--- src/rtl/core/assert_macros.svh ---
// assertion macros shared by the date block rtl
// expects clk and arst_n in the scope that uses them
`ifndef ASSERT_MACROS_SVH
`define ASSERT_MACROS_SVH

// same-cycle implication, off while in reset
`define ASSERT_IMPL(lbl, ante, cons, msg) \
	lbl: assert property (@(posedge clk) disable iff (!arst_n) (ante) |-> (cons)) \
		else $error(msg);

// next-cycle implication, off while in reset
`define ASSERT_NEXT(lbl, ante, cons, msg) \
	lbl: assert property (@(posedge clk) disable iff (!arst_n) (ante) |=> (cons)) \
		else $error(msg);

`endif

--- src/rtl/core/gda_pkg.sv ---
// types, constants and month table for the date add-days block
// no dependencies
`timescale 1ns / 1ps
`default_nettype none

package gda_pkg;

	localparam int YEAR_BITS    = 16;
	localparam int DAY_W        = 5;
	localparam int MONTH_W      = 4;
	localparam int YEAR_FIELD_W = 16;
	localparam int DELTA_W      = 16;
	// day accumulator holds day plus a signed delta
	localparam int DACC_W       = DELTA_W + 1;
	localparam int ALU_W        = ((YEAR_BITS > DACC_W) ? YEAR_BITS : DACC_W) + 1;

	localparam int YEAR_MOD     = 400;
	localparam int CENTURY      = 100;
	// odd factor shared by 100 and 400
	localparam int LEAP_ODD     = 25;

	localparam int RESET_DAY    = 1;
	localparam int RESET_MONTH  = 1;
	localparam int RESET_YEAR   = 2000;
	localparam int JAN          = 1;
	localparam int FEB          = 2;
	localparam int DEC          = 12;
	localparam int DEC_DAYS     = 31;

	typedef logic [DAY_W-1:0]          day_t;
	typedef logic [MONTH_W-1:0]        month_t;
	typedef logic [YEAR_BITS-1:0]      year_t;
	typedef logic signed [DACC_W-1:0]  dacc_t;
	typedef logic [ALU_W-1:0]          alu_word_t;

	typedef enum logic [1:0] {
		ST_IDLE,
		ST_FWD,
		ST_BWD,
		ST_DONE
	} state_t;

	typedef enum logic {
		ALU_ADD,
		ALU_SUB
	} alu_op_t;

	typedef struct packed {
		alu_op_t   op;
		alu_word_t a;
		alu_word_t b;
	} alu_req_t;

	typedef struct packed {
		alu_word_t sum;
		logic      neg;
		logic      zero;
	} alu_rsp_t;

	// inverse of an odd number modulo 2^64, each newton step doubles the good bits
	function automatic longint odd_inverse(input longint d);
		longint x;
		x = d;
		for (int i = 0; i < 5; i++)
			x = x * (longint'(2) - d * x);
		return x;
	endfunction

	localparam longint YEAR_MASK = (longint'(1) << YEAR_BITS) - 1;
	localparam year_t  INV_ODD   = year_t'(odd_inverse(longint'(LEAP_ODD)) & YEAR_MASK);
	// a year is a multiple of 25 exactly when year * INV_ODD wraps to at most this
	localparam year_t  ODD_MAX   = year_t'(YEAR_MASK / LEAP_ODD);

	// days in a month, february stretched in leap years
	function automatic day_t month_days(input month_t m, input logic leap);
		day_t len;
		unique case (m)
			4'd1, 4'd3, 4'd5, 4'd7, 4'd8, 4'd10, 4'd12: len = day_t'(31);
			4'd4, 4'd6, 4'd9, 4'd11:                    len = day_t'(30);
			4'd2:                                        len = leap ? day_t'(29) : day_t'(28);
			default:                                     len = day_t'(31);
		endcase
		return len;
	endfunction

	// leap: multiple of 4, and of 16 too when it is a multiple of 25
	function automatic logic is_leap(input year_t y);
		year_t wrap;
		logic  odd_div;
		wrap    = y * INV_ODD;
		odd_div = (wrap <= ODD_MAX);
		return (y[1:0] == 2'b00) && (!odd_div || (y[3:0] == 4'b0000));
	endfunction

endpackage

`default_nettype wire

--- src/rtl/core/gda_alu.sv ---
// shared add/subtract unit for the date sequencer
// depends on gda_pkg
`timescale 1ns / 1ps
`default_nettype none

module gda_alu (
	input  gda_pkg::alu_req_t req,
	output gda_pkg::alu_rsp_t rsp
);

	gda_pkg::alu_word_t sum;

	always_comb begin
		unique case (req.op)
			gda_pkg::ALU_ADD: sum = req.a + req.b;
			gda_pkg::ALU_SUB: sum = req.a - req.b;
			default:          sum = req.a + req.b;
		endcase
	end

	assign rsp.sum  = sum;
	assign rsp.neg  = sum[gda_pkg::ALU_W-1];
	assign rsp.zero = (sum == '0);

endmodule

`default_nettype wire

--- src/rtl/core/gregorian_date_add_days.sv ---
// gregorian date register with set and add-days beats
// set: checked and loaded on accept, published from the done state, then back to idle
// add: sum on accept, a step per month crossed (forward, then back if needed), settle, publish
// done waits while the output register still holds an unaccepted result
// one beat in flight: req_stall is high from accept until the result is in the output register
// reset (arst_n low, async) clears the date to 1.1.2000 and drops rsp_valid
`timescale 1ns / 1ps
`default_nettype none

`include "assert_macros.svh"

module gregorian_date_add_days (
	input  logic        clk,
	input  logic        arst_n,

	input  logic        req_valid,
	output logic        req_stall,
	input  logic        func,
	input  logic [4:0]  new_day,
	input  logic [3:0]  new_month,
	input  logic [15:0] new_year,
	input  logic signed [15:0] day_delta,

	output logic        rsp_valid,
	input  logic        rsp_stall,
	output logic [4:0]  cur_day,
	output logic [3:0]  cur_month,
	output logic [15:0] cur_year,
	output logic        set_invalid,
	output logic        year_saturated
);

	// sequencer state
	gda_pkg::state_t    state_q;
	gda_pkg::state_t    state_nxt;

	// held date; the leap test works straight from the year
	gda_pkg::day_t      day_q;
	gda_pkg::month_t    month_q;
	gda_pkg::year_t     year_q;

	// working registers of one beat
	gda_pkg::dacc_t     d_q;       // running day count, may go far outside 1..31
	logic               inval_q;
	logic               sat_q;

	// output register, parts the result side from the sequencer
	logic               rsp_valid_q;
	gda_pkg::day_t      cur_day_q;
	gda_pkg::month_t    cur_month_q;
	logic [15:0]        cur_year_q;
	logic               set_invalid_q;
	logic               year_saturated_q;

	gda_pkg::alu_req_t  alu_req;
	gda_pkg::alu_rsp_t  alu_rsp;

	logic               req_accept;
	logic               set_ok;
	logic               leap;
	gda_pkg::day_t      len_fwd;
	gda_pkg::month_t    prev_month;
	gda_pkg::day_t      len_bwd;
	logic               fwd_step;
	logic               d_le0;
	logic               year_top;
	logic               at_jan;
	logic               at_dec;
	logic               publish;

	// the one arithmetic unit, reused by the idle, forward and backward states
	gda_alu u_alu (
		.req (alu_req),
		.rsp (alu_rsp)
	);

	assign req_accept = req_valid && (state_q == gda_pkg::ST_IDLE);
	assign req_stall  = (state_q != gda_pkg::ST_IDLE);

	// set check uses the plain table, so february 29 is refused
	assign set_ok = (new_month >= gda_pkg::month_t'(gda_pkg::JAN)) &&
		(new_month <= gda_pkg::month_t'(gda_pkg::DEC)) &&
		(new_day != '0) &&
		(new_day <= gda_pkg::month_days(new_month, 1'b0));

	assign leap       = gda_pkg::is_leap(year_q);
	assign at_jan     = (month_q == gda_pkg::month_t'(gda_pkg::JAN));
	assign at_dec     = (month_q == gda_pkg::month_t'(gda_pkg::DEC));
	assign len_fwd    = gda_pkg::month_days(month_q, leap);
	// going back adds the length of the month being entered; december ignores leap
	assign prev_month = at_jan ? gda_pkg::month_t'(gda_pkg::DEC) : (month_q - 4'd1);
	assign len_bwd    = gda_pkg::month_days(prev_month, leap);

	assign fwd_step = !alu_rsp.neg && !alu_rsp.zero;   // d > month length
	assign d_le0    = d_q[gda_pkg::DACC_W-1] || (d_q == '0);
	assign year_top = (year_q == '1);

	// next state
	always_comb begin
		state_nxt = state_q;
		unique case (state_q)
			gda_pkg::ST_IDLE: begin
				if (req_accept) begin
					if (func)
						state_nxt = gda_pkg::ST_FWD;
					else
						state_nxt = gda_pkg::ST_DONE;
				end
			end
			gda_pkg::ST_FWD: begin
				priority if (fwd_step && at_dec && year_top)
					state_nxt = gda_pkg::ST_DONE;
				else if (fwd_step)
					state_nxt = gda_pkg::ST_FWD;
				else if (d_le0)
					state_nxt = gda_pkg::ST_BWD;
				else
					state_nxt = gda_pkg::ST_DONE;
			end
			gda_pkg::ST_BWD: begin
				priority if (d_le0 && at_jan && (year_q == '0))
					state_nxt = gda_pkg::ST_DONE;
				else if (d_le0)
					state_nxt = gda_pkg::ST_BWD;
				else
					state_nxt = gda_pkg::ST_DONE;
			end
			gda_pkg::ST_DONE: begin
				if (!rsp_valid_q || !rsp_stall)
					state_nxt = gda_pkg::ST_IDLE;
			end
			default: state_nxt = gda_pkg::ST_IDLE;
		endcase
	end

	// adder operands and publish strobe per state
	always_comb begin
		alu_req.op = gda_pkg::ALU_ADD;
		alu_req.a  = '0;
		alu_req.b  = '0;
		publish    = 1'b0;
		unique case (state_q)
			gda_pkg::ST_IDLE: begin
				// day plus signed delta
				alu_req.op = gda_pkg::ALU_ADD;
				alu_req.a  = gda_pkg::ALU_W'(day_q);
				alu_req.b  = gda_pkg::ALU_W'(day_delta);
			end
			gda_pkg::ST_FWD: begin
				alu_req.op = gda_pkg::ALU_SUB;
				alu_req.a  = gda_pkg::ALU_W'(d_q);
				alu_req.b  = gda_pkg::ALU_W'(len_fwd);
			end
			gda_pkg::ST_BWD: begin
				alu_req.op = gda_pkg::ALU_ADD;
				alu_req.a  = gda_pkg::ALU_W'(d_q);
				alu_req.b  = gda_pkg::ALU_W'(len_bwd);
			end
			gda_pkg::ST_DONE: begin
				publish = !rsp_valid_q || !rsp_stall;
			end
			default: ;
		endcase
	end

	always_ff @(posedge clk or negedge arst_n) begin
		if (!arst_n) begin
			state_q     <= gda_pkg::ST_IDLE;
			day_q       <= gda_pkg::day_t'(gda_pkg::RESET_DAY);
			month_q     <= gda_pkg::month_t'(gda_pkg::RESET_MONTH);
			year_q      <= gda_pkg::year_t'(gda_pkg::RESET_YEAR);
			d_q         <= gda_pkg::dacc_t'(gda_pkg::RESET_DAY);
			inval_q     <= 1'b0;
			sat_q       <= 1'b0;
			rsp_valid_q <= 1'b0;
		end else begin
			state_q <= state_nxt;

			// output register fills on publish and empties when taken
			if (publish)
				rsp_valid_q <= 1'b1;
			else if (!rsp_stall)
				rsp_valid_q <= 1'b0;

			unique case (state_q)
				gda_pkg::ST_IDLE: begin
					if (req_accept) begin
						inval_q <= !func && !set_ok;
						sat_q   <= 1'b0;
						if (func) begin
							d_q <= alu_rsp.sum[gda_pkg::DACC_W-1:0];
						end else if (set_ok) begin
							d_q     <= gda_pkg::dacc_t'(new_day);
							month_q <= new_month;
							year_q  <= gda_pkg::year_t'(new_year);
						end else begin
							// rejected set falls back to the reset date
							d_q     <= gda_pkg::dacc_t'(gda_pkg::RESET_DAY);
							month_q <= gda_pkg::month_t'(gda_pkg::RESET_MONTH);
							year_q  <= gda_pkg::year_t'(gda_pkg::RESET_YEAR);
						end
					end
				end
				gda_pkg::ST_FWD: begin
					if (fwd_step) begin
						if (at_dec && year_top) begin
							// pinned at the last day of the top year
							d_q   <= gda_pkg::dacc_t'(gda_pkg::DEC_DAYS);
							sat_q <= 1'b1;
						end else begin
							d_q <= alu_rsp.sum[gda_pkg::DACC_W-1:0];
							if (at_dec) begin
								month_q <= gda_pkg::month_t'(gda_pkg::JAN);
								year_q  <= year_q + gda_pkg::year_t'(1);
							end else begin
								month_q <= month_q + 4'd1;
							end
						end
					end
				end
				gda_pkg::ST_BWD: begin
					if (d_le0) begin
						if (at_jan && (year_q == '0)) begin
							// pinned at the first day of year zero
							d_q   <= gda_pkg::dacc_t'(gda_pkg::RESET_DAY);
							sat_q <= 1'b1;
						end else begin
							d_q     <= alu_rsp.sum[gda_pkg::DACC_W-1:0];
							month_q <= prev_month;
							if (at_jan)
								year_q <= year_q - gda_pkg::year_t'(1);
						end
					end
				end
				gda_pkg::ST_DONE: begin
					if (publish)
						day_q <= d_q[gda_pkg::DAY_W-1:0];
				end
				default: ;
			endcase
		end
	end

	// result beat payload, loaded only when the output register is free
	always_ff @(posedge clk) begin
		if (publish) begin
			cur_day_q        <= d_q[gda_pkg::DAY_W-1:0];
			cur_month_q      <= month_q;
			cur_year_q       <= 16'(year_q);
			set_invalid_q    <= inval_q;
			year_saturated_q <= sat_q;
		end
	end

	assign rsp_valid      = rsp_valid_q;
	assign cur_day        = cur_day_q;
	assign cur_month      = cur_month_q;
	assign cur_year       = cur_year_q;
	assign set_invalid    = set_invalid_q;
	assign year_saturated = year_saturated_q;

	// checks
	`ASSERT_IMPL(a_rsp_date_range, rsp_valid, (cur_month != 4'd0) && (cur_month <= 4'd12) && (cur_day != 5'd0), "result date out of range")
	`ASSERT_IMPL(a_rsp_flags_excl, rsp_valid, !(set_invalid && year_saturated), "both result flags set")
	`ASSERT_IMPL(a_idle_date_valid, state_q == gda_pkg::ST_IDLE, (day_q != '0) && (day_q <= len_fwd), "held date inconsistent")
	`ASSERT_IMPL(a_rsp_from_done, $rose(rsp_valid), $past(state_q) == gda_pkg::ST_DONE, "result published outside done")
	`ASSERT_NEXT(a_busy_after_accept, req_valid && !req_stall, req_stall, "accepted beat did not hold off the next")

endmodule

`default_nettype wire

--- config.mk ---
export PLATFORM = sky130hd
export DESIGN_NAME = gregorian_date_add_days
export DESIGN_NICKNAME = d
export VERILOG_FILES = /design/src/rtl/core/gda_pkg.sv /design/src/rtl/core/gda_alu.sv /design/src/rtl/core/gregorian_date_add_days.sv
export VERILOG_INCLUDE_DIRS = /design/src /design/src/rtl/core
export SDC_FILE = /design/constraint.sdc
export NUM_CORES = 1
export LEC_CHECK = 0
export BUFFER_PORTS_ARGS = -buffer_cell sky130_fd_sc_hd__buf_4
export CAP_MARGIN = 20
export CORE_MARGIN = 3
export CORE_UTILIZATION = 25
export CTS_CLUSTER_DIAMETER = 40
export DETAILED_ROUTE_END_ITERATION = 16
export MAX_ROUTING_LAYER = met4
export PLACE_DENSITY = 0.49
export SKIP_CTS_REPAIR_TIMING = 1
export SLEW_MARGIN = 30
export SYNTH_ARGS = -nofsm -noshare
export SYNTH_HDL_FRONTEND = slang
export SYNTH_SLANG_ARGS = --single-unit
--- constraint.sdc ---
create_clock -name clk -period 15.9 [get_ports clk]
set_input_delay 1.59 -clock clk [delete_from_list [all_inputs] [get_ports clk]]
set_output_delay 1.59 -clock clk [all_outputs]
set_load 0.02 [all_outputs]
==> flow_summary.ini, run 1 <==
[run_status]
run_status = complete, no violations

[detailed_routing]
wl_per_cell_um = 17.8
first_pass_iters = 5
drt_first_iter_violations = 567
drc = 0
vias = 6746
routed_wl_um = 23800
antenna_left = 0
vias_per_cell = 5.04

[placement]
dpl-instance-area_um2 = 8690
gp_congestion = 0.869
io_buffers = 74
dpl.hpwl_um = 18100

[clock_network]
cts_tree = built
cts_root_buf = clkbuf_16
numCtsBuffers = 9
clkTransAtPathRegs_ps = 70
clkSinkCount = 74
clk_path_buf_depth = 2
h-tree-depth = 3
clk_latency_ps = 350

[timing]
setup-tns-final_ps = 0
finalSetupViolations = 0
max_freq_ghz = 0.107
rsz0062_at_grt = false
period_share_pct = 58.5
slew_headroom_pct = 39.9
worst_pin_slew_ps = 897
finalCriticalPeriod_ps = 9310
hold_violations = 0
drv_slew = 0
clock_skew_ps = 9.71

[synthesis]
ys_warn_count = 0
synth_compound_area_share_pct = 21.6
syn_inst = 882
synth_area_um2 = 7700
synth_fa_ha_area_share_pct = 23.1
avgSynthCellArea_um2 = 8.73
yosysSeqAreaShare_pct = 26.0
muxShareOfSynthArea_pct = 1.85
synthTopCellsByArea = ha_1 18%, dfrtp_1 12%, edfxtp_1 11%
synth_xor_area_share_pct = 5.35
synth_top_cell_area_share_pct = 17.9
synth.net_count = 1058
synth_edf_count = 27
ys_ff_latch = 74
synth_top_family_by_area = adder cells
synth-simple-area-share_pct = 16.4
yosysUniqueCellTypes = 75
synth-main-ff-cell = dfrtp_1
yosysTopAreaCell = ha_1
async_flop_share_pct = 63.5

[floorplan]
start_util_pct = 25.6
coreArea_um2 = 30000
io_pins = 75
num_rows = 63
die_area_um2 = 32900
die_w_um = 181
die_h_um = 181

[worst_setup_path]
crit_type = reg2reg
crit_required_ps = 16130
regToRegSetupSlack_ps = 6590
critPathMaxFanout = 35
worstSetupEndpointType = register
cp_slowest_cell = o21ai_4
arrival_ps = 9540
critPathMaxStageDelay_ps = 750
worstSetupStartpointType = register

[finish]
n_antenna_cell = 0
drive_above_1_share_pct = 13.7
layout.filler_cells = 3180
syn_to_final_growth_pct = 16.7
nets = 1120
final_area_um2 = 8990
fin_util_pct = 29.9

[run]
maxCapViolations = 0

[global_route]
antenna_found_initial = 0
overflow = 0
grt.total_usage_pct = 15.0
grt_pass1_wl_um = 38000
grt_pass1_vias = 6592
grt_max_degree = 48

[min_path]
hold_class = reg2reg
==> path summary, 6_finish.rpt <==
kind	startpoint	to	depth (start not counted)
setup reg to reg	year_q[2]	month_q[2]	34
hold / removal	inval_q	set_invalid	0
setup / recovery	year_q[2]	month_q[2]	34
hold reg to reg	inval_q	set_invalid	0
min in group asynchronous	arst_n	d_q[8]	1
max in group asynchronous	arst_n	year_q[5]	1
==> cell type report <==
type                            instances  area, um^2  share of cell area (%)
Inverter                               83         312                    3.47
Clock inverter                          6        68.8                   0.766
Tap cell                              390         488                    5.43
Sequential cell                        74        2000                    22.2
Timing Repair Buffer                   82         616                    6.85
Multi-Input combinational cell        694        5280                    58.7
Clock buffer                           10         229                    2.55
==> Yosys cell counts, drive strengths merged, types with 3 or more instances <==
cell / instances
dfstp: 9
nor2: 63
mux2: 10
and2: 17
a221o: 3
nor4: 9
nor3: 18
inv: 83
or2: 6
o21ai: 47
a31oi: 12
o211a: 4
o22ai: 11
a211oi: 8
and3: 7
nand3: 17
or3: 7
o31ai: 17
a21o: 17
mux2i: 3
o21bai: 5
nand2b: 10
nand2: 80
ha: 110
a22o: 4
a21boi: 4
a22oi: 4
o211ai: 9
clkbuf: 20
xor2: 17
a311oi: 3
xnor2: 30
a21oi: 50
dfrtp: 38
edfxtp: 27
fa: 20
a221oi: 11
o31a: 3
o21a: 14
nand4: 6
buf: 11
or4: 4
nor2b: 7
==> layer usage <==
layer / GRT usage, % / wire length, um
met2: 21.6 / 10200
met1: 22.1 / 12000
met4: 2.77 / 270
met5: - / 0
met3: 2.56 / 1250
==> kinds of logic after synthesis <==
group / count (synthesis)
multiplexers: 13
AO/OA/AOI/OAI: 243
AND/OR/NAND/NOR: 261
flip-flops: 74
XOR/XNOR: 47
buffers and inverters: 114
adder cells (fa/ha/maj): 130
==> cell usage in the layout, fill, tap and decap left out, types with 16 or more instances in the layout <==
cell type,count
a21o_1,17
a21oi_1,50
and2_1,16
buf_4,82
dfrtp_1,38
edfxtp_1,27
fa_1,20
ha_1,110
inv_1,83
nand2_1,80
nand3_1,17
nor2_1,63
nor3_1,18
o21ai_0,35
o31ai_1,17
xnor2_1,30
xor2_1,17
==> stage by stage <==
stage	cells	hold slack [ps]	worst slack [ps]
2_1_floorplan	882	421	7930
3_3_place_gp	1323	491	6860
3_5_place_dp	1323	483	6700
4_1_cts	1339	496	6660
5_1_grt	1339	504	5930
6_report	1339	486	6590
==> flip-flops by register name, summed over array words and instances, names as in the netlist <==
signal / count
sat_q: 1
d_q: 17
day_q: 5
year_q: 16
month_q: 4
inval_q: 1
cur_year: 16
year_saturated: 1
set_invalid: 1
state_q: 2
cur_month: 4
rsp_valid: 1
cur_day: 5
==> worst max-delay path, delay by kind of cell (launching register included) <==
family,cells,cell delay [ps]
fa+ha+maj,8,2820
buf+inv,4,330
mux,1,380
xor+xnor,6,1000
compound gates,9,2520
flops,1,520
simple gates,6,1610
Power of run 1 is not shown: default switching activity piles up to over one toggle a cycle in this logic, so the estimate is an artifact.
==> inputs of run 2 (changes only) <==
Settings changed: PLACE_DENSITY 0.49 to 0.51.
Clock period 15.9 ns to 8.53 ns, I/O delays scaled along.
==> flow_summary.ini, run 2 (synthesis results as in run 1) <==
[run_status]
run_status = complete, no violations

[global_route]
grt_pass1_vias = 6583
overflow = 0
grt.total_usage_pct = 14.7
grt_max_degree = 48
antenna_found_initial = 1
grt_pass1_wl_um = 37200

[run]
maxCapViolations = 0

[floorplan]
die_h_um = 181
num_rows = 63
die_area_um2 = 32900
start_util_pct = 25.6
die_w_um = 181
io_pins = 75
coreArea_um2 = 30000

[worst_setup_path]
reg2reg_depth = 37
worstSetupEndpointType = register
cp_slowest_cell = dfstp_2
worstSetupStartpointType = register
crit_type = reg2reg
critPathMaxStageDelay_ps = 630
crit_required_ps = 8760
reg2reg_from = year_q[7]
regToRegSetupSlack_ps = 280
r2r-end = month_q[2]
critPathMaxFanout = 7
arrival_ps = 8470

[timing]
period_share_pct = 96.7
max_freq_ghz = 0.121
worst_pin_slew_ps = 711
finalCriticalPeriod_ps = 8250
clock_skew_ps = 12.7
drv_slew = 0
finalSetupViolations = 0
hold_violations = 0
layout_setup_ws_ps = 282
hold_ws_ps = 499
slew_headroom_pct = 52.3

[finish]
multi_input_area_um2 = 5490
regArea_um2 = 2000
largest_register = d_q
layout.filler_cells = 3160
drive_above_1_share_pct = 19.6
nets = 1158
largest_reg_flops = 17
syn_to_final_growth_pct = 23.7
layout_common_cells = 115 x buf_4, 104 x ha_1, 80 x inv_1
layout_commonest_cell = buf_4

[min_path]
holdPathStages = 0
hold_end = set_invalid
holdCritStartpoint = inval_q
hold_class = reg2reg

[clock_network]
h-tree-depth = 3
clk_path_buf_depth = 2
cts_tree = built
cts_root_buf = clkbuf_16
clk_latency_ps = 350
clkTransAtPathRegs_ps = 70
clkSinkCount = 74
numCtsBuffers = 9

[placement]
pre_cts_slack_ps = 29.6
gp_congestion = 0.866
io_buffers = 74
dpl.hpwl_um = 18400

[detailed_routing]
wl_per_cell_um = 17.3
drt_first_iter_violations = 596
routed_wl_um = 23800
vias_per_cell = 5.02
antenna_left = 0
vias = 6914
drc = 0
first_pass_iters = 5
## run 2: final cells by class
class / instances / share of cell area, %
clock inverters: 4 / 0.302
repair buffers: 120 / 9.75
flip-flops and latches: 74 / 21.0
multi-input cells: 694 / 57.6
clock buffers: 12 / 2.92
inverters: 83 / 3.27
well taps: 390 / 5.12
diodes: 1 / 0.0263
## run 2: through the flow
step | setup TNS (ps) | utilization, % | cell area, um^2 | std cells
global route | -438 | 31.7 | 9520 | 1378
finish | 0 | 31.7 | 9520 | 1378
global placement | 0 | 29.6 | 8880 | 1349
CTS | -36.2 | 30.6 | 9190 | 1365
detailed placement | 0 | 29.6 | 8880 | 1349
floorplan | 0 | - | 7700 | 882
## run 2: worst max-delay path: cells and delay by family, from the launching register on
family,cells,cell delay [ps]
xor+xnor,6,940
simple gates,6,1260
mux,1,320
buf+inv,7,570
compound gates,9,1920
fa+ha+maj,8,2470
flops,1,630
## run 2: per-layer routing
| metal | global-route usage [%] | vias up | part of all wire, % |
|---|---|---|---|
| li1 | - | 3401 | - |
| met1 | 21.0 | 3313 | 49 |
| met2 | 21.9 | 176 | 44 |
| met3 | 2.48 | 24 | 5.4 |
| met4 | 2.86 | 0 | 1.1 |
| met5 | - | - | 0 |
## run 2: worst max-delay path by stage
stage | start | end
after detailed placement | year_q[2] | year_q[2]
after floorplan | year_q[4] | month_q[1]
final | year_q[7] | month_q[2]
after global routing | year_q[9] | month_q[3]
after global placement | year_q[4] | year_q[6]
after CTS | year_q[2] | year_q[2]
Power of run 2 is left out for the same reason.
